$ cat src/hdl/dab_pkg.sv
`default_nettype none

package dab_pkg;

    localparam int LIMB_W       = 32;
    localparam int MUL_LAT      = 4;
    localparam int BLEN_LAT     = 2;
    localparam int RAD_W        = 126;
    localparam int ROOT_BITS    = 63;
    localparam int CORDIC_STEPS = 62;
    localparam int NORM_TOP     = 60;
    localparam int FX_W         = 7;
    localparam logic [63:0] TWO_OVER_PI = 64'hA2F9836E4E441529;

    function automatic logic [3:0] bitlen8(input logic [7:0] v);
        logic [3:0] r;
        r = 4'd0;
        for (int i = 0; i < 8; i++)
        begin
            if (v[i])
            begin
                r = 4'(i + 1);
            end
        end
        return r;
    endfunction

    // atan(2^-k) as a 64-bit binary angle, evaluated at elaboration
    function automatic logic [63:0] step_angle(input int k);
        logic [63:0] acc;
        logic [63:0] term;
        logic [63:0] rem;
        logic [127:0] prod;
        int ex;
        int dv;
        acc = '0;
        if (k == 0)
        begin
            return 64'h1 << 61;
        end
        for (int m = 0; m < 64; m++)
        begin
            ex = k * (2 * m + 1);
            if (ex <= 64)
            begin
                dv = 2 * m + 1;
                term = '0;
                rem = '0;
                for (int b = 63; b >= 0; b--)
                begin
                    rem = {rem[62:0], (b == 64 - ex)};
                    if (rem >= 64'(dv))
                    begin
                        rem = rem - 64'(dv);
                        term[b] = 1'b1;
                    end
                end
                if (m[0])
                begin
                    acc = acc - term;
                end
                else
                begin
                    acc = acc + term;
                end
            end
        end
        prod = {64'b0, acc} * {64'b0, TWO_OVER_PI};
        return {2'b0, prod[127:66]};
    endfunction

endpackage

`default_nettype wire

$ cat src/hdl/dab_mul.sv
`default_nettype none

module dab_mul #(
    parameter int WA = 33,
    parameter int WB = 33
) (
    input  logic                    clk,
    input  logic                    en,
    input  logic signed [WA-1:0]    a,
    input  logic signed [WB-1:0]    b,
    output logic signed [WA+WB-1:0] p
);

    localparam int LW = dab_pkg::LIMB_W;
    localparam int NA = (WA + LW - 1) / LW;
    localparam int NB = (WB + LW - 1) / LW;
    localparam int PW = (NA + NB) * LW;

    logic [WA-1:0]    am;
    logic [WB-1:0]    bm;
    logic [NA*LW-1:0] ma_reg;
    logic [NB*LW-1:0] mb_reg;
    logic [2:0]       neg_reg;
    logic [2*LW-1:0]  pp_reg [NA][NB];
    logic [PW-1:0]    row_next [NA];
    logic [PW-1:0]    row_reg [NA];
    logic [PW-1:0]    tot;
    logic [WA+WB-1:0] p_reg;

    always_comb
    begin
        am = a[WA-1] ? WA'(-a) : WA'(a);
        bm = b[WB-1] ? WB'(-b) : WB'(b);
        for (int i = 0; i < NA; i++)
        begin
            row_next[i] = '0;
            for (int j = 0; j < NB; j++)
            begin
                row_next[i] = row_next[i] + (PW'(pp_reg[i][j]) << (j * LW));
            end
        end
        tot = '0;
        for (int i = 0; i < NA; i++)
        begin
            tot = tot + (row_reg[i] << (i * LW));
        end
    end

    always_ff @(posedge clk)
    begin
        if (en)
        begin
            ma_reg <= (NA*LW)'(am);
            mb_reg <= (NB*LW)'(bm);
            neg_reg <= {neg_reg[1:0], a[WA-1] ^ b[WB-1]};
            for (int i = 0; i < NA; i++)
            begin
                for (int j = 0; j < NB; j++)
                begin
                    pp_reg[i][j] <= (2*LW)'(ma_reg[i*LW +: LW]) * (2*LW)'(mb_reg[j*LW +: LW]);
                end
                row_reg[i] <= row_next[i];
            end
            p_reg <= neg_reg[2] ? (WA+WB)'(-tot) : (WA+WB)'(tot);
        end
    end

    assign p = p_reg;

endmodule

`default_nettype wire

$ cat config.mk
export PLATFORM = sky130hd
export DESIGN_NAME = dab_mul
export DESIGN_NICKNAME = d
export VERILOG_FILES = /design/src/hdl/dab_pkg.sv /design/src/hdl/dab_mul.sv
export SDC_FILE = /design/constraint.sdc
export NUM_CORES = 2
export LEC_CHECK = 0
export BUFFER_PORTS_ARGS = -buffer_cell sky130_fd_sc_hd__buf_2
export CORE_MARGIN = 3
export CORE_UTILIZATION = 30
export CTS_CLUSTER_DIAMETER = 120
export DETAILED_ROUTE_END_ITERATION = 10
export GPL_TIMING_DRIVEN = 0
export SLEW_MARGIN = 20
export SYNTH_ARGS = -nofsm -noshare
export SYNTH_HDL_FRONTEND = slang
export SYNTH_SLANG_ARGS = --single-unit
export TNS_END_PERCENT = 50
$ cat constraint.sdc
create_clock -name clk -period 7.1 [get_ports clk]
set_input_delay 1.065 -clock clk [delete_from_list [all_inputs] [get_ports clk]]
set_output_delay 1.065 -clock clk [all_outputs]
set_load 0.03 [all_outputs]
**Word level (Yosys, flattened, before mapping)**

Memory sizes are Yosys's and may differ from the RTL's.
Index checks and enable logic that the tools add are counted.

- $add $sub $neg: 6
- Multiply operators: 4
- Multiplexer cells: 5
- Bitwise operators: 1

Operators by type and width:

| operator | number |
|---|---|
| $add 64x96->97 | 2 |
| $add 66x66->66 | 1 |
| $mux 66 | 1 |
| $neg 33->33 | 2 |
| $neg 66->66 | 1 |
| $mul 32x32->64 | 1 |
| $mux 32 | 2 |
| $mul 1x32->33 | 1 |
| $mul 32x1->33 | 1 |
| $mul 1x1->2 | 1 |
| $mux 1 | 2 |
| $xor 1x1->1 | 1 |

- Register bits after elaboration: 135
- Memory bits (writable): 388
- Input bits: 68
- Output and inout bits: 66
- Memories kept: 2

Memories:

| memory | words | width | rd ports | clocked after memory_dff | write ports | line | RTL |
|---|---|---|---|---|---|---|---|
| pp_reg | 2 | 97 | 2 | 0 | 2 | dab_mul.sv:24 | `logic [2*LW-1:0] pp_reg [NA][NB];` |
| row_reg | 2 | 97 | 2 | 0 | 2 | dab_mul.sv:26 | `logic [PW-1:0] row_reg [NA];` |

**Longest topological paths before layout**

An unclocked memory read counts as a cell.

- Depth after elaboration: 4
- Depth in mapped cells: 30
- Gate-level depth less buffers: 28

**Worst setup path before layout**

Ideal clock, no wire load.

- Path kind: register to register
- Start: register ma_reg[16]
- End: memory pp_reg[0][78] (netlist name), data pin
- Setup time: 180 ps
- Arrival: 7432 ps
- Data required time: 6920 ps
- Slack: -512 ps
- Stages on the path, launching flop included: 29
- Buffers on the path: 2
- Period minus slack after synthesis: 7612 ps
- Cell sequence: edfxtp_1 clkbuf_1 and2_1 fa_1 inv_1 fa_1 fa_1 fa_1 inv_1 fa_1 inv_1 fa_1 inv_1 fa_1 inv_1 fa_1 inv_1 ha_1 clkbuf_1 a21o_1 a21o_1 a21oi_1 nor2_1 a211oi_1 o21bai_1 a21o_1 a2111oi_0 nor2_1 o311ai_1

RTL lines:

| element | line | RTL |
|---|---|---|
| start: declaration | dab_mul.sv:21 | `logic [NA*LW-1:0] ma_reg;` |
| start signal: assignment | dab_mul.sv:53 | `ma_reg <= (NA*LW)'(am);` |
| end: declaration | dab_mul.sv:24 |  |

==> impl_metrics.csv <==
group,metric,value,unit
outcome,violations,"negative setup slack",
setup_path,crit_top_cell,"fa_1",
floorplan,start_util,30.3,%
timing,fin_ws,-0.839,ns
global_routing,overflow,0,
synth,synth_ff_type,"edfxtp_1",
global_routing,grt_pass1_wl,273,mm
synth,yosysSeqAreaShare,21.4,%
synth,yosysWarnings,0,
timing,rsz0062_at_grt,"yes",
timing,hold_viol,0,
floorplan,io_pins,134,
global_routing,grt_max_degree,108,
setup_path,crit_type,"reg2reg",
timing,maxSlewViolCount,0,
timing,slew_headroom,27.4,%
finish,drive_gt1_share,17.0,%
synth,synthArstFlopShare,0,%
global_routing,grt_antenna_before_repair,33,
timing,min_period,7.94,ns
synth,avgSynthCellArea,10.1,um^2
setup_path,critPathMaxFanout,10,
hold_path,whs_path_depth,0,
routing,drt_iter0_markers,3650,
finish,layout_common_cells,"inv_1, fa_1, and2_1",
floorplan,die_area,174000,um^2
routing,wl_per_cell,24.8,um
synth,yosysUniqueCellTypes,78,
global_routing,grt_pass1_vias,39500,
synth,synthesis.nets,6330,
floorplan,die_w,417,um
cts,cts.htree.levels,2,
routing,vias_per_cell,5.01,
setup_path,worstPathCellList,"buf_4 -> and2_1 -> fa_1 -> fa_1 -> fa_1 -> fa_2 -> fa_1 -> fa_1 -> fa_1 -> inv_1 -> fa_2 -> inv_2 -> ha_4 -> nand4_1 -> nor3_2 -> nor2b_4 -> nor3b_4 -> a31oi_4 -> a31oi_4 -> o211ai_1 -> a21oi_2 -> mux2i_1 -> o211ai_1",
placement,hpwl,148,mm
timing,max_freq,126,MHz
timing,tns,-15.59,ns
cts,clock_path_buffers,3,
job,drv_cap,0,
synth,syn_area,50800,um^2
timing,post-route-period-util,112,%
placement,gp_congestion,1.02,
placement,place_ws,-2.54,ns
cts,cts-root-buf,"clkbuf_16",
setup_path,required,7.48,ns
hold_path,whs_endpoint,"row_reg[0][127]",
floorplan,core,168000,um^2
finish,largest_reg_flops,129,
routing,vias,38700,
cts,clock_sinks,362,
setup_path,worstReg2RegEnd,"pp_reg[0][94]",
setup_path,cpMaxStageDelayCell,"fa_2",
timing,setup-violations-final,37,
finish,final_common_cell,"inv_1",
timing,worst_clock_skew,0.0438,ns
placement,place_inst,7374,
setup_path,ff2ff_setup_slack,-0.84,ns
routing,drc,0,
setup_path,r2r_start,"mb_reg[31]",
finish,finalNetCount,6759,
global_routing,grt_usage,21.7,%
routing,wl,192,mm
timing,tightest_slew,1.09,ns
setup_path,end_kind,"flop",
cts,clkLatencyLatePin,0.64,ns
finish,fin_cells,7718,
setup_path,cpLargestDelayFamily,"adder cells",
synth,synth_seq_cells,362,
synth,syn_inst,5033,
outcome,status,"finished, violations left",
hold_path,hold_path.class,"reg2reg",
floorplan,num_rows,150,
setup_path,cp.arrival,8.32,ns
setup_path,crit_path_start_kind,"flop",
routing,ant_nets,0,
placement,port_buffers,133,
finish,areaGrowthSynthToFinish,21.0,%
floorplan,die_y,417,um
synth,synth_edf_count,362,
cts,clk_pin_slew_worst_paths,0.06,ns
setup_path,ff2ff_path_depth,23,
hold_path,hold_path_startpoint,"pp_reg[1][63]",
setup_path,slowest_delay,0.61,ns
cts,cts-buffers-inserted,44,
routing,dr.pass1.iters,8,
setup_path,path_buf_inv,3,
cts,cts_tree,"built",
## cell type report
| cell class | instances | area [um^2] |
|---|---|---|
| well taps | 2204 | 2760 |
| diodes | 22 | 55.1 |
| plain buffers | 236 | 2870 |
| repair buffers | 398 | 3330 |
| clock inverters | 26 | 267 |
| multi-input cells | 3512 | 36800 |
| inverters | 908 | 3410 |
| fillers | 16600 | 106000 |
| flip-flops and latches | 362 | 10900 |
| clock buffers | 50 | 1120 |
## through the flow
stage / hold WS (ns) / instance area [um^2] / utilization (%)
3_5_place_dp: 0.405 / 54400 / 32.5
6_report: 0.409 / 61400 / 36.7
5_1_grt: 0.413 / 61400 / 36.6
3_3_place_gp: 0.404 / 54300 / 32.4
2_1_floorplan: 0.400 / 50900 / -
4_1_cts: 0.407 / 60600 / 36.2
## logic make-up (layout without fill, tap and decap cells)
kind of cell	Yosys count	after routing	synth area share, %
compound gates	491	491	6.18
buf+inv	1159	1618	8.57
xor+xnor	230	230	3.97
simple gates	1556	1556	16.2
other cells	0	22	0
fa+ha+maj	1229	1229	43.6
flops	362	362	21.4
mux	6	6	0.123
## how the worst max path moves through the flow
stage | from | end | cells after the start
2_1_floorplan | ma_reg[11] | pp_reg[0][76] | 28
3_3_place_gp | mb_reg[16] | pp_reg[0][94] | 25
3_5_place_dp | mb_reg[25] | pp_reg[0][90] | 24
4_1_cts | ma_reg[15] | pp_reg[0][94] | 25
5_1_grt | ma_reg[26] | pp_reg[0][94] | 24
6_report | mb_reg[31] | pp_reg[0][94] | 23
## repair_timing
action                                  CTS  global route
resized for setup                       737           173
hold buffers                              0             0
pin swaps                               141           118
gates cloned                              0             2
buffers inserted                        220            41
endpoints found under the setup margin   49            42
## worst register-to-register path, stage by stage, from the launching register on
cell and delay [ns]:
edfxtp_1 0.58, buf_4 0.33, and2_1 0.23, fa_1 0.45, fa_1 0.49, fa_1 0.55
fa_2 0.50, fa_1 0.58, fa_1 0.44, fa_1 0.51, inv_1 0.07, fa_2 0.61
inv_2 0.07, ha_4 0.29, nand4_1 0.13, nor3_2 0.25, nor2b_4 0.20, nor3b_4 0.23
a31oi_4 0.11, a31oi_4 0.31, o211ai_1 0.20, a21oi_2 0.25, mux2i_1 0.20, o211ai_1 0.12
## cell usage after synthesis (30+ instances only)
master	count	area, um^2
inv_1	908	3410
fa_1	898	18000
and2_1	685	4290
nand2_1	539	2020
edfxtp_1	362	10900
ha_1	331	4140
clkbuf_1	249	935
xnor2_1	174	1520
a21oi_1	140	701
o21ai_0	96	480
nor2_1	92	345
xor2_1	56	490
a21o_1	54	405
nand3_1	40	200
o31ai_1	31	233
nand4_1	30	188
## layer usage
layer	part of all wire (%)	routed length (um)	global-route usage (%)	up-vias
li1	-	-	-	16600
met1	41	78300	29.0	19700
met2	42	80100	31.8	2017
met3	12	23400	7.55	397
met4	5.1	9860	9.38	4
met5	0.014	27	0	-
Power is left out: the tool's default activity adds up to more than one toggle a clock period on the data nets, which glitch-free logic cannot reach.
