## src/hdl/dab_pkg.sv

```systemverilog
`default_nettype none

package dab_pkg;

    localparam int LIMB_W       = 32;
    localparam int MUL_LAT      = 4;
    localparam int BLEN_LAT     = 2;
    localparam int RAD_W        = 126;
    localparam int ROOT_BITS    = 63;
    localparam int CORDIC_STEPS = 62;
    localparam int NORM_TOP     = 60;
    localparam int FX_W         = 7;
    localparam logic [63:0] TWO_OVER_PI = 64'hA2F9836E4E441529;

    function automatic logic [3:0] bitlen8(input logic [7:0] v);
        logic [3:0] r;
        r = 4'd0;
        for (int i = 0; i < 8; i++)
        begin
            if (v[i])
            begin
                r = 4'(i + 1);
            end
        end
        return r;
    endfunction

    // atan(2^-k) as a 64-bit binary angle, evaluated at elaboration
    function automatic logic [63:0] step_angle(input int k);
        logic [63:0] acc;
        logic [63:0] term;
        logic [63:0] rem;
        logic [127:0] prod;
        int ex;
        int dv;
        acc = '0;
        if (k == 0)
        begin
            return 64'h1 << 61;
        end
        for (int m = 0; m < 64; m++)
        begin
            ex = k * (2 * m + 1);
            if (ex <= 64)
            begin
                dv = 2 * m + 1;
                term = '0;
                rem = '0;
                for (int b = 63; b >= 0; b--)
                begin
                    rem = {rem[62:0], (b == 64 - ex)};
                    if (rem >= 64'(dv))
                    begin
                        rem = rem - 64'(dv);
                        term[b] = 1'b1;
                    end
                end
                if (m[0])
                begin
                    acc = acc - term;
                end
                else
                begin
                    acc = acc + term;
                end
            end
        end
        prod = {64'b0, acc} * {64'b0, TWO_OVER_PI};
        return {2'b0, prod[127:66]};
    endfunction

endpackage

`default_nettype wire

```

## src/hdl/dab_blen.sv

```systemverilog
`default_nettype none

module dab_blen #(
    parameter int W = 64
) (
    input  logic                   clk,
    input  logic                   en,
    input  logic [W-1:0]           d,
    output logic [$clog2(W+1)-1:0] len
);

    localparam int NG = (W + 7) / 8;
    localparam int BW = $clog2(W + 1);

    logic [NG*8-1:0] pad;
    logic [3:0]      gl_reg [NG];
    logic [BW-1:0]   len_next;
    logic [BW-1:0]   len_reg;

    always_comb
    begin
        pad = (NG*8)'(d);
        len_next = '0;
        for (int g = 0; g < NG; g++)
        begin
            if (gl_reg[g] != 4'd0)
            begin
                len_next = BW'(g * 8 + int'(gl_reg[g]));
            end
        end
    end

    always_ff @(posedge clk)
    begin
        if (en)
        begin
            for (int g = 0; g < NG; g++)
            begin
                gl_reg[g] <= dab_pkg::bitlen8(pad[g*8 +: 8]);
            end
            len_reg <= len_next;
        end
    end

    assign len = len_reg;

endmodule

`default_nettype wire

```

## config.mk

```make
export PLATFORM = sky130hd
export DESIGN_NAME = dab_blen
export DESIGN_NICKNAME = d
export VERILOG_FILES = /design/src/hdl/dab_pkg.sv /design/src/hdl/dab_blen.sv
export SDC_FILE = /design/constraint.sdc
export NUM_CORES = 1
export LEC_CHECK = 0
export BUFFER_PORTS_ARGS = -buffer_cell sky130_fd_sc_hd__clkbuf_2
export CAP_MARGIN = 30
export CORE_MARGIN = 2
export CORE_UTILIZATION = 49
export DETAILED_ROUTE_END_ITERATION = 12
export PLACE_DENSITY = 0.89
export SKIP_LAST_GASP = 1
export SYNTH_ARGS = -nofsm -noshare
export SYNTH_HDL_FRONTEND = slang
export SYNTH_SLANG_ARGS = --single-unit
```

## constraint.sdc

```tcl
create_clock -name clk -period 1.9 [get_ports clk]
set_clock_uncertainty 0.1 [all_clocks]
set_input_delay 0.095 -clock clk [delete_from_list [all_inputs] [get_ports clk]]
set_output_delay 0.095 -clock clk [all_outputs]
set_load 0.005 [all_outputs]
```

=== After elaboration in Yosys (flattened, before gate mapping) ===
Memory sizes are Yosys's and may differ from the RTL's.
Cells that the tools add are included.

* Flip-flop bits (word level): 7
* Bits in writable memories: 32
* Memories: 1

* Add/sub/neg operators: 7
* Mux-type cells: 82
* Reductions and logical operators: 8

{| class="wikitable"
|+ Memories
! memory !! words !! width !! read ports !! clocked after memory_dff !! wr ports !! RTL line !! RTL
|-
| gl_reg || 8 || 4 || 8 || 0 || 8 || dab_blen.sv:16 || <nowiki>logic [3:0] gl_reg [NG];</nowiki>
|}

{| class="wikitable"
|+ Operators with widths
! operator !! number
|-
| $mux W4 || 65
|-
| $mux W7 || 7
|-
| $reduce_bool A4 Y1 || 8
|-
| $add A6 B4 Y7 const A || 4
|-
| $add A5 B4 Y6 const A || 2
|-
| $mux W1 || 10
|-
| $add A4 B4 Y5 const A || 1
|}

=== Depth between registers and ports, before layout ===
Gate-level depths: netlist of the first run.
An unclocked memory read counts as a cell.

* Depth after elaboration: 10
* Depth in mapped cells: 4

=== Least setup slack after synthesis of the first run ===
No wires, ideal clock.

* Path kind: flip-flop to flip-flop
* From: mem gl_reg[5][1], in the netlist gl_reg[1][5]
* To: reg len_reg[3], in the netlist len[3] (data pin)
* Library setup time: 267 ps
* Data arrival time: 1,163 ps
* Data required time: 1,533 ps
* Slack: 370 ps
* Stages on the path, launching flop included: 5
* Buffers on the path: 0
* Cells stage by stage: edfxtp_1 nor4_4 nand2b_1 a211oi_1 o22ai_1

{| class="wikitable"
|+ RTL lines
! item !! RTL line !! RTL
|-
| from (decl) || dab_blen.sv:16 ||
|-
| to (signal assigned) || dab_blen.sv:41 || <nowiki>len_reg <= len_next;</nowiki>
|-
| to (decl) || dab_blen.sv:18 || <nowiki>logic [BW-1:0] len_reg;</nowiki>
|}

==> flow_results.xml, run 1 <==
<?xml version="1.0" encoding="UTF-8"?>
<metrics>
  <group name="place">
    <metric name="dpl_cell_area" unit="sq mm">0.002437</metric>
    <metric name="port_buffers" unit="">72</metric>
    <metric name="routability_driven_placement_congestion_ratio" unit="">0.8330</metric>
    <metric name="dp_hpwl" unit="mm">3.119</metric>
  </group>
  <group name="clock_tree">
    <metric name="cts_inserted_buffers" unit="">5</metric>
    <metric name="numClockSinks" unit="">39</metric>
    <metric name="cts_buffer_depth" unit="">2</metric>
    <metric name="clk_pin_slew" unit="ps">70</metric>
    <metric name="cts_tree" unit="">yes</metric>
    <metric name="ctsResizeCount" unit="">0</metric>
    <metric name="cts.root.buffer_cell" unit="">sky130_fd_sc_hd__clkbuf_8</metric>
    <metric name="clock_insertion_delay_worst_skew" unit="ps">280</metric>
    <metric name="cts.htree.levels" unit="">2</metric>
    <metric name="cts.repair_timing.setup_buffer_count" unit="">0</metric>
  </group>
  <group name="setup_path">
    <metric name="cp_class" unit="">flop to flop</metric>
    <metric name="worst_ep_required_time" unit="ps">1840</metric>
    <metric name="critical_path.endpoint_type" unit="">flop</metric>
    <metric name="worstPathArrival" unit="ps">1620</metric>
    <metric name="crit_path_start_kind" unit="">flop</metric>
    <metric name="critical_path.cell_chain" unit="">nor4_4, nand2b_1, a211oi_1, o22ai_1</metric>
    <metric name="cpLargestDelayFamily" unit="">simple AND/OR/NAND/NOR gates</metric>
    <metric name="timing.critical_path.slowest_stage_cell" unit="">sky130_fd_sc_hd__edfxtp_1</metric>
    <metric name="worstPathMaxFanout" unit="">4</metric>
    <metric name="timing.critical_path.buf_inv" unit="">0</metric>
    <metric name="max_stage_delay" unit="ps">450</metric>
  </group>
  <group name="global_route">
    <metric name="globalRouteMet1Util" unit="">0.2041</metric>
    <metric name="grt_pass1_vias" unit="">1593</metric>
    <metric name="grt_antenna_before_repair" unit="">0</metric>
    <metric name="global_route_track_usage_on_met2" unit="">0.3604</metric>
    <metric name="pin_count_of_the_biggest_net_entering_global_routing" unit="">40</metric>
    <metric name="grt_first_pass_wirelength" unit="mm">6.596</metric>
    <metric name="grtUsageMet3" unit="">0.05428</metric>
    <metric name="global_route.peak_usage_layer" unit="">met2</metric>
    <metric name="grt.overflow.total" unit="">0</metric>
    <metric name="grt.total_usage" unit="">0.1948</metric>
  </group>
  <group name="power_and_ir_drop">
    <metric name="seq_power_share" unit="">0.586</metric>
    <metric name="clock_power_share" unit="">0.278</metric>
    <metric name="ir_drop" unit="uV">468.0</metric>
    <metric name="p_int" unit="mW">1.420</metric>
    <metric name="pwr_density" unit="mW/mm^2">718.7</metric>
    <metric name="switching_power" unit="uW">447.4</metric>
    <metric name="fin_total_pwr" unit="mW">1.868</metric>
    <metric name="netSwitchingFraction" unit="">0.2395</metric>
    <metric name="power.static_leakage" unit="nW">1.093</metric>
    <metric name="pwr-share-comb" unit="">0.135</metric>
  </group>
  <group name="floorplan">
    <metric name="num_rows" unit="">23</metric>
    <metric name="coreArea" unit="sq mm">0.003971</metric>
    <metric name="start_util" unit="">0.5044</metric>
    <metric name="io-pin-count" unit="">73</metric>
    <metric name="fp.dieH" unit="um">67.94</metric>
    <metric name="die_wd" unit="um">67.94</metric>
    <metric name="die_outline_area" unit="sq mm">0.004616</metric>
  </group>
  <group name="routing">
    <metric name="final_antenna_net_count" unit="">0</metric>
    <metric name="totalWireLength" unit="mm">4.159</metric>
    <metric name="detail_route.first_pass.iterations" unit="">6</metric>
    <metric name="detailed_route_drc_error_count" unit="">0</metric>
    <metric name="route.vias.total" unit="">1718</metric>
    <metric name="wire_per_inst" unit="um">12.96</metric>
    <metric name="drt-initial-drc-count" unit="">79</metric>
    <metric name="route.detailed.vias_per_inst" unit="">5.352</metric>
  </group>
  <group name="logic_synthesis">
    <metric name="synth.cell_area" unit="sq mm">0.002003</metric>
    <metric name="ys_types" unit="">26</metric>
    <metric name="ys_seq_elements" unit="">39</metric>
    <metric name="synth_area_leader_cell" unit="">sky130_fd_sc_hd__edfxtp_1</metric>
    <metric name="synth_enable_flop_cells" unit="">39</metric>
    <metric name="area_share_of_the_largest_cell_type_after_synthesis" unit="">0.5846</metric>
    <metric name="synth_fp_nets" unit="">248</metric>
    <metric name="synth_async_sr_flop_share" unit="">0</metric>
    <metric name="syn_avg_cell_area" unit="sq um">11.01</metric>
    <metric name="yosys_most_used_dff" unit="">sky130_fd_sc_hd__edfxtp_1</metric>
    <metric name="synth.top_cells.by_area" unit="">sky130_fd_sc_hd__edfxtp_1, sky130_fd_sc_hd__a21oi_1, sky130_fd_sc_hd__nor2_1</metric>
    <metric name="yosys_warnings" unit="">0</metric>
    <metric name="synth_sequential_area_ratio" unit="">0.5846</metric>
    <metric name="synth_cells" unit="">182</metric>
  </group>
  <group name="sta">
    <metric name="setup_repair_after_global_routing_missed_its_margin" unit="">no</metric>
    <metric name="final_hold_viols" unit="">0</metric>
    <metric name="min_period_over_period" unit="">0.8853</metric>
    <metric name="finalMaxSlewViolations" unit="">0</metric>
    <metric name="tightest_slew" unit="ps">482.4</metric>
    <metric name="final-setup-viol-count" unit="">0</metric>
    <metric name="post-route-min-period" unit="ps">1682</metric>
    <metric name="fin_tns_setup" unit="ps">0</metric>
    <metric name="maxSlewHeadroom" unit="">0.6784</metric>
    <metric name="fmax" unit="MHz">594.5</metric>
    <metric name="fin_worst_hold_slack" unit="ps">54.55</metric>
  </group>
  <group name="min_path">
    <metric name="timing.hold.worst.class" unit="">primary input to flop</metric>
  </group>
  <group name="cells_and_area">
    <metric name="largest_reg_flops" unit="">32</metric>
    <metric name="fin_util" unit="">0.6544</metric>
    <metric name="final_area" unit="sq mm">0.002599</metric>
    <metric name="insertedDiodeCount" unit="">0</metric>
    <metric name="nets" unit="">336</metric>
    <metric name="drive_above_1_share" unit="">0.3358</metric>
    <metric name="flow.area_growth_from_synthesis" unit="%">29.73</metric>
    <metric name="layout.filler_cells" unit="">300</metric>
  </group>
  <group name="flow_run">
    <metric name="drv_cap" unit="">0</metric>
  </group>
  <group name="run_status">
    <metric name="status" unit="">completed</metric>
  </group>
</metrics>
[area by class of cell]
| cell class | instances | area [sq um] | share of cell area |
|---|---|---|---|
| flip-flops and latches | 39 | 1171 | 0.4506 |
| multi-input cells | 124 | 760.7 | 0.2927 |
| repair buffers | 82 | 455.4 | 0.1753 |
| clock buffers | 7 | 76.32 | 0.02937 |
| inverters | 18 | 67.56 | 0.02600 |
| well taps | 50 | 62.56 | 0.02407 |
| clock inverters | 1 | 5.005 | 0.001926 |
[cells in the mapped netlist, drive strengths merged, types with 2 or more instances]
cell type	instances
nor2b	2
a221oi	2
a21oi	38
a211oi	2
nor4b	3
o21bai	8
inv	18
o221ai	3
nand2	4
a31o	2
nand2b	9
nor3	9
nor2	23
nor4	5
o21ai	8
edfxtp	39
[path summary, 6_finish.rpt]
path | from | endpoint | slack, ps | cells past startpoint
worst min-delay path | d[6] | gl_reg[0][0] | 50 | 3
worst max register to register | gl_reg[1][5] | len[3] | 220 | 4
worst max-delay path | gl_reg[1][5] | len[3] | 220 | 4
worst min register to register | gl_reg[1][10] | len[2] | 510 | 2
[cells in the final DEF (no fill, tap or decap), types with 2 or more instances in the layout]
| cell type | Yosys | layout |
|---|---|---|
| sky130_fd_sc_hd__dlygate4sd3_1 | 0 | 8 |
| sky130_fd_sc_hd__nand2b_1 | 9 | 9 |
| sky130_fd_sc_hd__buf_4 | 0 | 2 |
| sky130_fd_sc_hd__a221oi_1 | 2 | 2 |
| sky130_fd_sc_hd__edfxtp_1 | 39 | 39 |
| sky130_fd_sc_hd__a31o_2 | 2 | 2 |
| sky130_fd_sc_hd__nor4_4 | 3 | 3 |
| sky130_fd_sc_hd__nand2_1 | 3 | 3 |
| sky130_fd_sc_hd__nor2b_1 | 2 | 2 |
| sky130_fd_sc_hd__inv_1 | 18 | 18 |
| sky130_fd_sc_hd__o21ai_0 | 8 | 8 |
| sky130_fd_sc_hd__clkbuf_1 | 1 | 2 |
| sky130_fd_sc_hd__o221ai_1 | 3 | 3 |
| sky130_fd_sc_hd__nor2_1 | 23 | 23 |
| sky130_fd_sc_hd__nor4b_1 | 3 | 3 |
| sky130_fd_sc_hd__clkbuf_2 | 0 | 72 |
| sky130_fd_sc_hd__o21bai_1 | 8 | 8 |
| sky130_fd_sc_hd__nor4_2 | 2 | 2 |
| sky130_fd_sc_hd__nor3_1 | 8 | 8 |
| sky130_fd_sc_hd__a21oi_1 | 38 | 38 |
| sky130_fd_sc_hd__clkbuf_8 | 0 | 5 |
| sky130_fd_sc_hd__a211oi_1 | 2 | 2 |
[logic make-up (layout without fill, tap and decap cells)]
kind of cell | Yosys count | in the layout | synth area share
buf+inv | 19 | 108 | 0.03560
simple gates | 57 | 57 | 0.1805
compound gates | 67 | 67 | 0.1993
flops | 39 | 39 | 0.5846
[power by group through the flow]
stage / Sequential, mW / Clock (mW) / Combinational, mW
floorplan: 1.10 / 0 / 0.103
global placement: 1.11 / 0 / 0.227
detailed placement: 1.11 / 0 / 0.237
CTS: 1.10 / 0.526 / 0.251
global route: 1.10 / 0.566 / 0.284
finish: 1.10 / 0.520 / 0.253
[worst register-to-register path: stages (launching register included)]
cell                       delay (ps)
sky130_fd_sc_hd__edfxtp_1         450
sky130_fd_sc_hd__nor4_4           410
sky130_fd_sc_hd__nand2b_1         120
sky130_fd_sc_hd__a211oi_1         220
sky130_fd_sc_hd__o22ai_1          130
[per-stage QoR]
step           cells  setup WS (ps)
2_1_floorplan    182          369.9
3_3_place_gp     305          319.4
3_5_place_dp     305          234.2
4_1_cts          321          218.0
5_1_grt          321          49.69
6_report         321          218.0
[metal layers]
layer / vias to the layer above / wire length [um]
met5: - / 0
met3: 12 / 196
met4: 0 / 97
li1: 867 / -
met2: 56 / 2299
met1: 783 / 1566
[timing repair]
action                                  CTS  global route
endpoints found under the setup margin    0             0
hold endpoints to repair                  8             0
hold buffers                              8             0
(Power assumes the default switching activity.)
==> run 2: changes to the inputs <==
--- a/config.mk
+++ b/config.mk
@@ -7,8 +7,10 @@
 export LEC_CHECK = 0
 export BUFFER_PORTS_ARGS = -buffer_cell sky130_fd_sc_hd__clkbuf_2
 export CAP_MARGIN = 30
+export CELL_PAD_IN_SITES_DETAIL_PLACEMENT = 0
+export CELL_PAD_IN_SITES_GLOBAL_PLACEMENT = 1
 export CORE_MARGIN = 2
-export CORE_UTILIZATION = 49
+export CORE_UTILIZATION = 37
 export DETAILED_ROUTE_END_ITERATION = 12
 export PLACE_DENSITY = 0.89
 export SKIP_LAST_GASP = 1
==> constraint.sdc (replaced) <==
create_clock -name clk -period 1.84 [get_ports clk]
set_clock_uncertainty 0.1 [all_clocks]
set_input_delay 0.092 -clock clk [delete_from_list [all_inputs] [get_ports clk]]
set_output_delay 0.092 -clock clk [all_outputs]
set_load 0.005 [all_outputs]
==> run 2 against run 1 <==
Clock power is 5.2% higher. Fmax is 1.8% higher. Worst setup slack worse by 31 ps. Power up 3.6%. Global-route usage shrank 5.1 points. Cell area is 1.1% higher. Clock-buffer cell count down 1. Via count down 1.8%. Worst hold slack got worse by 5.9 ps. Sequential power about the same.
==> flow_results.xml, run 2 (synthesis results as in run 1) <==
<?xml version="1.0" encoding="UTF-8"?>
<metrics>
  <group name="run_status">
    <metric name="status" unit="">completed</metric>
  </group>
  <group name="global_route">
    <metric name="pin_count_of_the_biggest_net_entering_global_routing" unit="">40</metric>
    <metric name="grt.overflow.total" unit="">0</metric>
    <metric name="grt_antenna_before_repair" unit="">0</metric>
    <metric name="grt.total_usage" unit="">0.1435</metric>
    <metric name="grt_pass1_vias" unit="">1669</metric>
    <metric name="grt_first_pass_wirelength" unit="mm">6.810</metric>
  </group>
  <group name="cells_and_area">
    <metric name="most_frequent_standard_cell_in_the_layout_excluding_fill_and_tap_cells" unit="">sky130_fd_sc_hd__clkbuf_2</metric>
    <metric name="nets" unit="">336</metric>
    <metric name="flow.area_growth_from_synthesis" unit="%">31.17</metric>
    <metric name="layout.cells.non_filler" unit="">341</metric>
    <metric name="layout.filler_cells" unit="">475</metric>
    <metric name="largest_reg_flops" unit="">32</metric>
    <metric name="most-common-layout-cells" unit="">sky130_fd_sc_hd__clkbuf_2, sky130_fd_sc_hd__edfxtp_1, sky130_fd_sc_hd__a21oi_1, sky130_fd_sc_hd__nor2_1, sky130_fd_sc_hd__inv_1</metric>
    <metric name="fin_util" unit="">0.5080</metric>
    <metric name="final_area" unit="sq mm">0.002628</metric>
    <metric name="insertedDiodeCount" unit="">0</metric>
    <metric name="drive_above_1_share" unit="">0.3395</metric>
  </group>
  <group name="setup_path">
    <metric name="worst_ep_required_time" unit="ps">1780</metric>
    <metric name="worst_r2r_endpoint" unit="">len[4]</metric>
    <metric name="critical_path.endpoint_type" unit="">flop</metric>
    <metric name="timing.reg2reg.worst_path_depth" unit="">4</metric>
    <metric name="reg2reg_from" unit="">gl_reg[1][13]</metric>
    <metric name="cp_class" unit="">flop to flop</metric>
    <metric name="worstPathArrival" unit="ps">1590</metric>
    <metric name="timing.reg2reg.setup_slack" unit="ps">190</metric>
    <metric name="worstPathMaxFanout" unit="">5</metric>
    <metric name="crit_path_start_kind" unit="">flop</metric>
  </group>
  <group name="min_path">
    <metric name="worst_hold_startpoint" unit="">d[62]</metric>
    <metric name="timing.hold.worst_path_depth" unit="">3</metric>
    <metric name="timing.hold.worst.class" unit="">primary input to flop</metric>
    <metric name="min_delay_worst_endpoint" unit="">gl_reg[1][12]</metric>
  </group>
  <group name="routing">
    <metric name="wire_per_inst" unit="um">11.82</metric>
    <metric name="detail_route.first_pass.iterations" unit="">4</metric>
    <metric name="route.vias.total" unit="">1687</metric>
    <metric name="final_antenna_net_count" unit="">0</metric>
    <metric name="route.detailed.vias_per_inst" unit="">4.947</metric>
    <metric name="drt-initial-drc-count" unit="">81</metric>
    <metric name="detailed_route_drc_error_count" unit="">0</metric>
    <metric name="totalWireLength" unit="mm">4.030</metric>
  </group>
  <group name="clock_tree">
    <metric name="cts.htree.levels" unit="">2</metric>
    <metric name="cts_inserted_buffers" unit="">5</metric>
    <metric name="numClockSinks" unit="">39</metric>
    <metric name="cts_buffer_depth" unit="">2</metric>
    <metric name="cts.root.buffer_cell" unit="">sky130_fd_sc_hd__clkbuf_8</metric>
    <metric name="ctsResizeCount" unit="">0</metric>
    <metric name="clk_pin_slew" unit="ps">80</metric>
    <metric name="cts_tree" unit="">yes</metric>
    <metric name="clock_insertion_delay_worst_skew" unit="ps">280</metric>
  </group>
  <group name="sta">
    <metric name="fin_tns_setup" unit="ps">0</metric>
    <metric name="final_hold_viols" unit="">0</metric>
    <metric name="fmax" unit="MHz">605.1</metric>
    <metric name="maxSlewHeadroom" unit="">0.6834</metric>
    <metric name="setup_repair_after_global_routing_missed_its_margin" unit="">no</metric>
    <metric name="final-setup-viol-count" unit="">0</metric>
    <metric name="min_period_over_period" unit="">0.8982</metric>
    <metric name="post-route-min-period" unit="ps">1653</metric>
    <metric name="tightest_slew" unit="ps">475.0</metric>
    <metric name="finalMaxSlewViolations" unit="">0</metric>
    <metric name="fin_worst_hold_slack" unit="ps">48.69</metric>
  </group>
  <group name="place">
    <metric name="port_buffers" unit="">72</metric>
    <metric name="dp_hpwl" unit="mm">3.147</metric>
    <metric name="routability_driven_placement_congestion_ratio" unit="">0.8240</metric>
    <metric name="place.detailed.instances" unit="">325</metric>
    <metric name="dpl_cell_area" unit="sq mm">0.002462</metric>
  </group>
  <group name="floorplan">
    <metric name="coreArea" unit="sq mm">0.005172</metric>
    <metric name="start_util" unit="">0.3873</metric>
    <metric name="num_rows" unit="">26</metric>
    <metric name="die_wd" unit="um">77.58</metric>
    <metric name="fp.dieH" unit="um">77.58</metric>
    <metric name="die_outline_area" unit="sq mm">0.006019</metric>
    <metric name="io-pin-count" unit="">73</metric>
  </group>
  <group name="power_and_ir_drop">
    <metric name="power.static_leakage" unit="nW">1.092</metric>
    <metric name="ir_drop" unit="uV">323.5</metric>
    <metric name="pwr_density" unit="mW/mm^2">736.6</metric>
  </group>
  <group name="flow_run">
    <metric name="drv_cap" unit="">0</metric>
  </group>
</metrics>
## run 2: changes by cell type in the layout (fill, tap and decap cells not counted)
cell and delta:
sky130_fd_sc_hd__clkinvlp_4 +1, sky130_fd_sc_hd__clkbuf_1 -1
## run 2: area by class of cell
type / count / area (sq um) / share of cell area
Tap cell: 70 / 87.58 / 0.03333
Inverter: 18 / 67.56 / 0.02571
Clock inverter: 2 / 12.51 / 0.004762
Sequential cell: 39 / 1171 / 0.4457
Multi-Input combinational cell: 124 / 760.7 / 0.2895
Timing Repair Buffer: 82 / 455.4 / 0.1733
Clock buffer: 6 / 72.57 / 0.02762
## run 2: how the worst max path moves through the flow
| stage | start | endpoint | slack (ps) | depth (start not counted) |
|---|---|---|---|---|
| 4_1_cts | gl_reg[1][13] | len[4] | 200 | 4 |
| 3_5_place_dp | gl_reg[1][13] | len[4] | 230 | 4 |
| 5_1_grt | gl_reg[0][15] | len[2] | 80 | 4 |
| 6_report | gl_reg[1][13] | len[4] | 190 | 4 |
| 3_3_place_gp | gl_reg[1][13] | len[4] | 220 | 4 |
| 2_1_floorplan | gl_reg[1][5] | len[3] | 310 | 4 |
## run 2: metrics by stage
step	setup WS [ps]	power [mW]
3_5_place_dp	226.6	1.396
4_1_cts	197.8	1.956
5_1_grt	75.64	2.033
2_1_floorplan	309.9	1.246
6_report	187.3	1.935
3_3_place_gp	215.7	1.390
## run 2: critical path, stage by stage (launching register included)
cell                       delay, ps
sky130_fd_sc_hd__edfxtp_1        460
sky130_fd_sc_hd__nor4_4          430
sky130_fd_sc_hd__nand2_1         190
sky130_fd_sc_hd__nor2_1          150
sky130_fd_sc_hd__a21oi_1          80
## run 2: routing by layer
metal / vias up / global-route usage / share of wire / routed length, um
li1: 864 / - / - / -
met5: - / 0 / 0 / 0
met3: 6 / 0.04535 / 0.063 / 252
met1: 766 / 0.1593 / 0.41 / 1662
met2: 51 / 0.2560 / 0.51 / 2060
met4: 0 / 0.05179 / 0.013 / 54
## run 2: what timing repair did
item                                   in CTS  in global routing
hold buffers                                8                  0
buffers inserted                            0                  0
endpoints found under the hold margin       8                  0
## run 2: report_power, final
group | internal [mW] | total (mW) | switching (mW) | leakage, nW
logic | 0.134 | 0.256 | 0.122 | 0.671
clock network | 0.265 | 0.547 | 0.283 | 0.0412
registers | 1.07 | 1.13 | 0.0654 | 0.380
total | 1.47 | 1.94 | 0.470 | 1.09
==> run 3: changes to the inputs <==
--- a/config.mk
+++ b/config.mk
@@ -12,7 +12,7 @@
 export CORE_MARGIN = 2
 export CORE_UTILIZATION = 37
 export DETAILED_ROUTE_END_ITERATION = 12
-export PLACE_DENSITY = 0.89
+export PLACE_DENSITY = 0.77
 export SKIP_LAST_GASP = 1
 export SYNTH_ARGS = -nofsm -noshare
 export SYNTH_HDL_FRONTEND = slang
==> run 3 against run 2 <==
Sequential cell count stayed put. Worst setup slack better by 14 ps. Combinational power hardly changed. First-iteration DRC count is 8.6% lower. Register-to-register slack hardly changed. Clock-buffer cell count stayed put. Sequential share of layout area is 0.30 points lower. Utilization is 0.34 points higher. Non-clock buffer count stayed put. Via count is 1.1% lower. Sequential power hardly changed.
==> flow_results.xml, run 3 (synthesis results as in run 1) <==
<?xml version="1.0" encoding="UTF-8"?>
<metrics>
  <group name="power_and_ir_drop">
    <metric name="pwr_density" unit="mW/mm^2">776.9</metric>
    <metric name="ir_drop" unit="uV">365.5</metric>
    <metric name="power.static_leakage" unit="nW">1.102</metric>
    <metric name="fin_total_pwr" unit="mW">2.055</metric>
  </group>
  <group name="sta">
    <metric name="post-route-min-period" unit="ps">1639</metric>
    <metric name="maxSlewHeadroom" unit="">0.6841</metric>
    <metric name="setup_repair_after_global_routing_missed_its_margin" unit="">no</metric>
    <metric name="tightest_slew" unit="ps">473.8</metric>
    <metric name="fin_tns_setup" unit="ps">0</metric>
    <metric name="final_hold_viols" unit="">0</metric>
    <metric name="min_period_over_period" unit="">0.8905</metric>
    <metric name="fin_worst_hold_slack" unit="ps">41.97</metric>
    <metric name="final_setup_margin" unit="ps">201.5</metric>
    <metric name="finalMaxSlewViolations" unit="">0</metric>
    <metric name="fmax" unit="MHz">610.3</metric>
    <metric name="final-setup-viol-count" unit="">0</metric>
  </group>
  <group name="floorplan">
    <metric name="die_wd" unit="um">77.58</metric>
    <metric name="die_outline_area" unit="sq mm">0.006019</metric>
    <metric name="fp.dieH" unit="um">77.58</metric>
    <metric name="start_util" unit="">0.3873</metric>
    <metric name="coreArea" unit="sq mm">0.005172</metric>
    <metric name="io-pin-count" unit="">73</metric>
    <metric name="num_rows" unit="">26</metric>
  </group>
  <group name="place">
    <metric name="port_buffers" unit="">72</metric>
    <metric name="dpl_cell_area" unit="sq mm">0.002462</metric>
    <metric name="dp_worst_setup_slack" unit="ps">225.4</metric>
    <metric name="routability_driven_placement_congestion_ratio" unit="">0.7925</metric>
    <metric name="dp_hpwl" unit="mm">3.158</metric>
  </group>
  <group name="clock_tree">
    <metric name="clk_pin_slew" unit="ps">70</metric>
    <metric name="cts.htree.levels" unit="">2</metric>
    <metric name="numClockSinks" unit="">39</metric>
    <metric name="ctsResizeCount" unit="">0</metric>
    <metric name="cts_inserted_buffers" unit="">5</metric>
    <metric name="cts_tree" unit="">yes</metric>
    <metric name="cts.root.buffer_cell" unit="">sky130_fd_sc_hd__clkbuf_8</metric>
    <metric name="clock_insertion_delay_worst_skew" unit="ps">280</metric>
    <metric name="hold_buf_cts" unit="">8</metric>
    <metric name="cts.repair_timing.setup_buffer_count" unit="">0</metric>
    <metric name="cts_buffer_depth" unit="">2</metric>
  </group>
  <group name="routing">
    <metric name="wire_per_inst" unit="um">11.80</metric>
    <metric name="drt-initial-drc-count" unit="">74</metric>
    <metric name="route.vias.total" unit="">1668</metric>
    <metric name="route.detailed.vias_per_inst" unit="">4.906</metric>
    <metric name="detailed_route_drc_error_count" unit="">0</metric>
    <metric name="final_antenna_net_count" unit="">0</metric>
    <metric name="detail_route.first_pass.iterations" unit="">4</metric>
    <metric name="totalWireLength" unit="mm">4.012</metric>
  </group>
  <group name="global_route">
    <metric name="grt.total_usage" unit="">0.1435</metric>
    <metric name="grt_antenna_before_repair" unit="">0</metric>
    <metric name="grt_pass1_vias" unit="">1613</metric>
    <metric name="pin_count_of_the_biggest_net_entering_global_routing" unit="">40</metric>
    <metric name="grt_first_pass_wirelength" unit="mm">6.851</metric>
    <metric name="grt.overflow.total" unit="">0</metric>
  </group>
  <group name="setup_path">
    <metric name="critical_path.cell_chain" unit="">nor4_4, nand2b_1, a211oi_1, o22ai_1</metric>
    <metric name="critical_path.endpoint_type" unit="">flop</metric>
    <metric name="worstPathArrival" unit="ps">1570</metric>
    <metric name="cp_class" unit="">flop to flop</metric>
    <metric name="max_stage_delay" unit="ps">450</metric>
    <metric name="crit_path_start_kind" unit="">flop</metric>
    <metric name="timing.critical_path.slowest_stage_cell" unit="">sky130_fd_sc_hd__edfxtp_1</metric>
    <metric name="worst_ep_required_time" unit="ps">1770</metric>
    <metric name="worstPathMaxFanout" unit="">4</metric>
  </group>
  <group name="cells_and_area">
    <metric name="most-common-layout-cells" unit="">sky130_fd_sc_hd__clkbuf_2, sky130_fd_sc_hd__edfxtp_1, sky130_fd_sc_hd__a21oi_1, sky130_fd_sc_hd__nor2_1, sky130_fd_sc_hd__inv_1</metric>
    <metric name="drive_above_1_share" unit="">0.3370</metric>
    <metric name="insertedDiodeCount" unit="">0</metric>
    <metric name="flow.area_growth_from_synthesis" unit="%">32.04</metric>
    <metric name="nets" unit="">336</metric>
    <metric name="final_area" unit="sq mm">0.002645</metric>
    <metric name="most_frequent_standard_cell_in_the_layout_excluding_fill_and_tap_cells" unit="">sky130_fd_sc_hd__clkbuf_2</metric>
    <metric name="largest_reg_flops" unit="">32</metric>
  </group>
  <group name="min_path">
    <metric name="timing.hold.worst.class" unit="">primary input to flop</metric>
  </group>
  <group name="run_status">
    <metric name="status" unit="">completed</metric>
  </group>
  <group name="flow_run">
    <metric name="drv_cap" unit="">0</metric>
  </group>
</metrics>
## run 3: changes by cell type in the layout (fill, tap and decap cells not counted), sizes merged
cell,before,now
clkinvlp,1,0
clkinv,1,0
bufinv,0,1
## run 3: path summary, 6_finish.rpt
| check | from | to | slack [ps] | cells past startpoint |
|---|---|---|---|---|
| min | d[30] | gl_reg[0][12] | 40 | 3 |
| max | gl_reg[1][5] | len[3] | 200 | 4 |
| min reg2reg | gl_reg[1][9] | len[1] | 520 | 2 |
| max reg2reg | gl_reg[1][5] | len[3] | 200 | 4 |
## run 3: where the power goes
part	internal, mW	leakage (nW)	switching [mW]	total [mW]
registers	1.07	0.380	0.0675	1.13
clock network	0.397	0.0513	0.268	0.665
logic	0.134	0.671	0.121	0.255
## run 3: layout make-up
class | instances | area, sq um
tap | 70 | 87.58
timing repair buffer | 82 | 455.4
sequential | 39 | 1171
fill | 470 | 2527
inverter | 18 | 67.56
clock inverter | 1 | 30.03
multi-input combinational | 124 | 760.7
clock buffer | 6 | 72.57
## run 3: per-layer routing
| metal | vias to the layer above | global-route usage | wire length (um) | part of all wire |
|---|---|---|---|---|
| li1 | 862 | - | - | - |
| met1 | 750 | 0.1751 | 1720 | 0.43 |
| met2 | 48 | 0.2388 | 1968 | 0.49 |
| met3 | 8 | 0.05349 | 264 | 0.066 |
| met4 | 0 | 0.03750 | 59 | 0.015 |
| met5 | - | 0 | 0 | 0 |
## run 3: per-stage QoR
stage,utilization,cells
2_1_floorplan,-,182
3_5_place_dp,0.4761,325
6_report,0.5114,340
5_1_grt,0.5114,340
4_1_cts,0.5114,340
3_3_place_gp,0.4761,325
## run 3: worst max-delay path: cells and delay by family, from the launching register on
family	cells	cell delay, ps
AND/OR/NAND/NOR	2	530
AO/OA/AOI/OAI	2	310
flip-flops	1	450
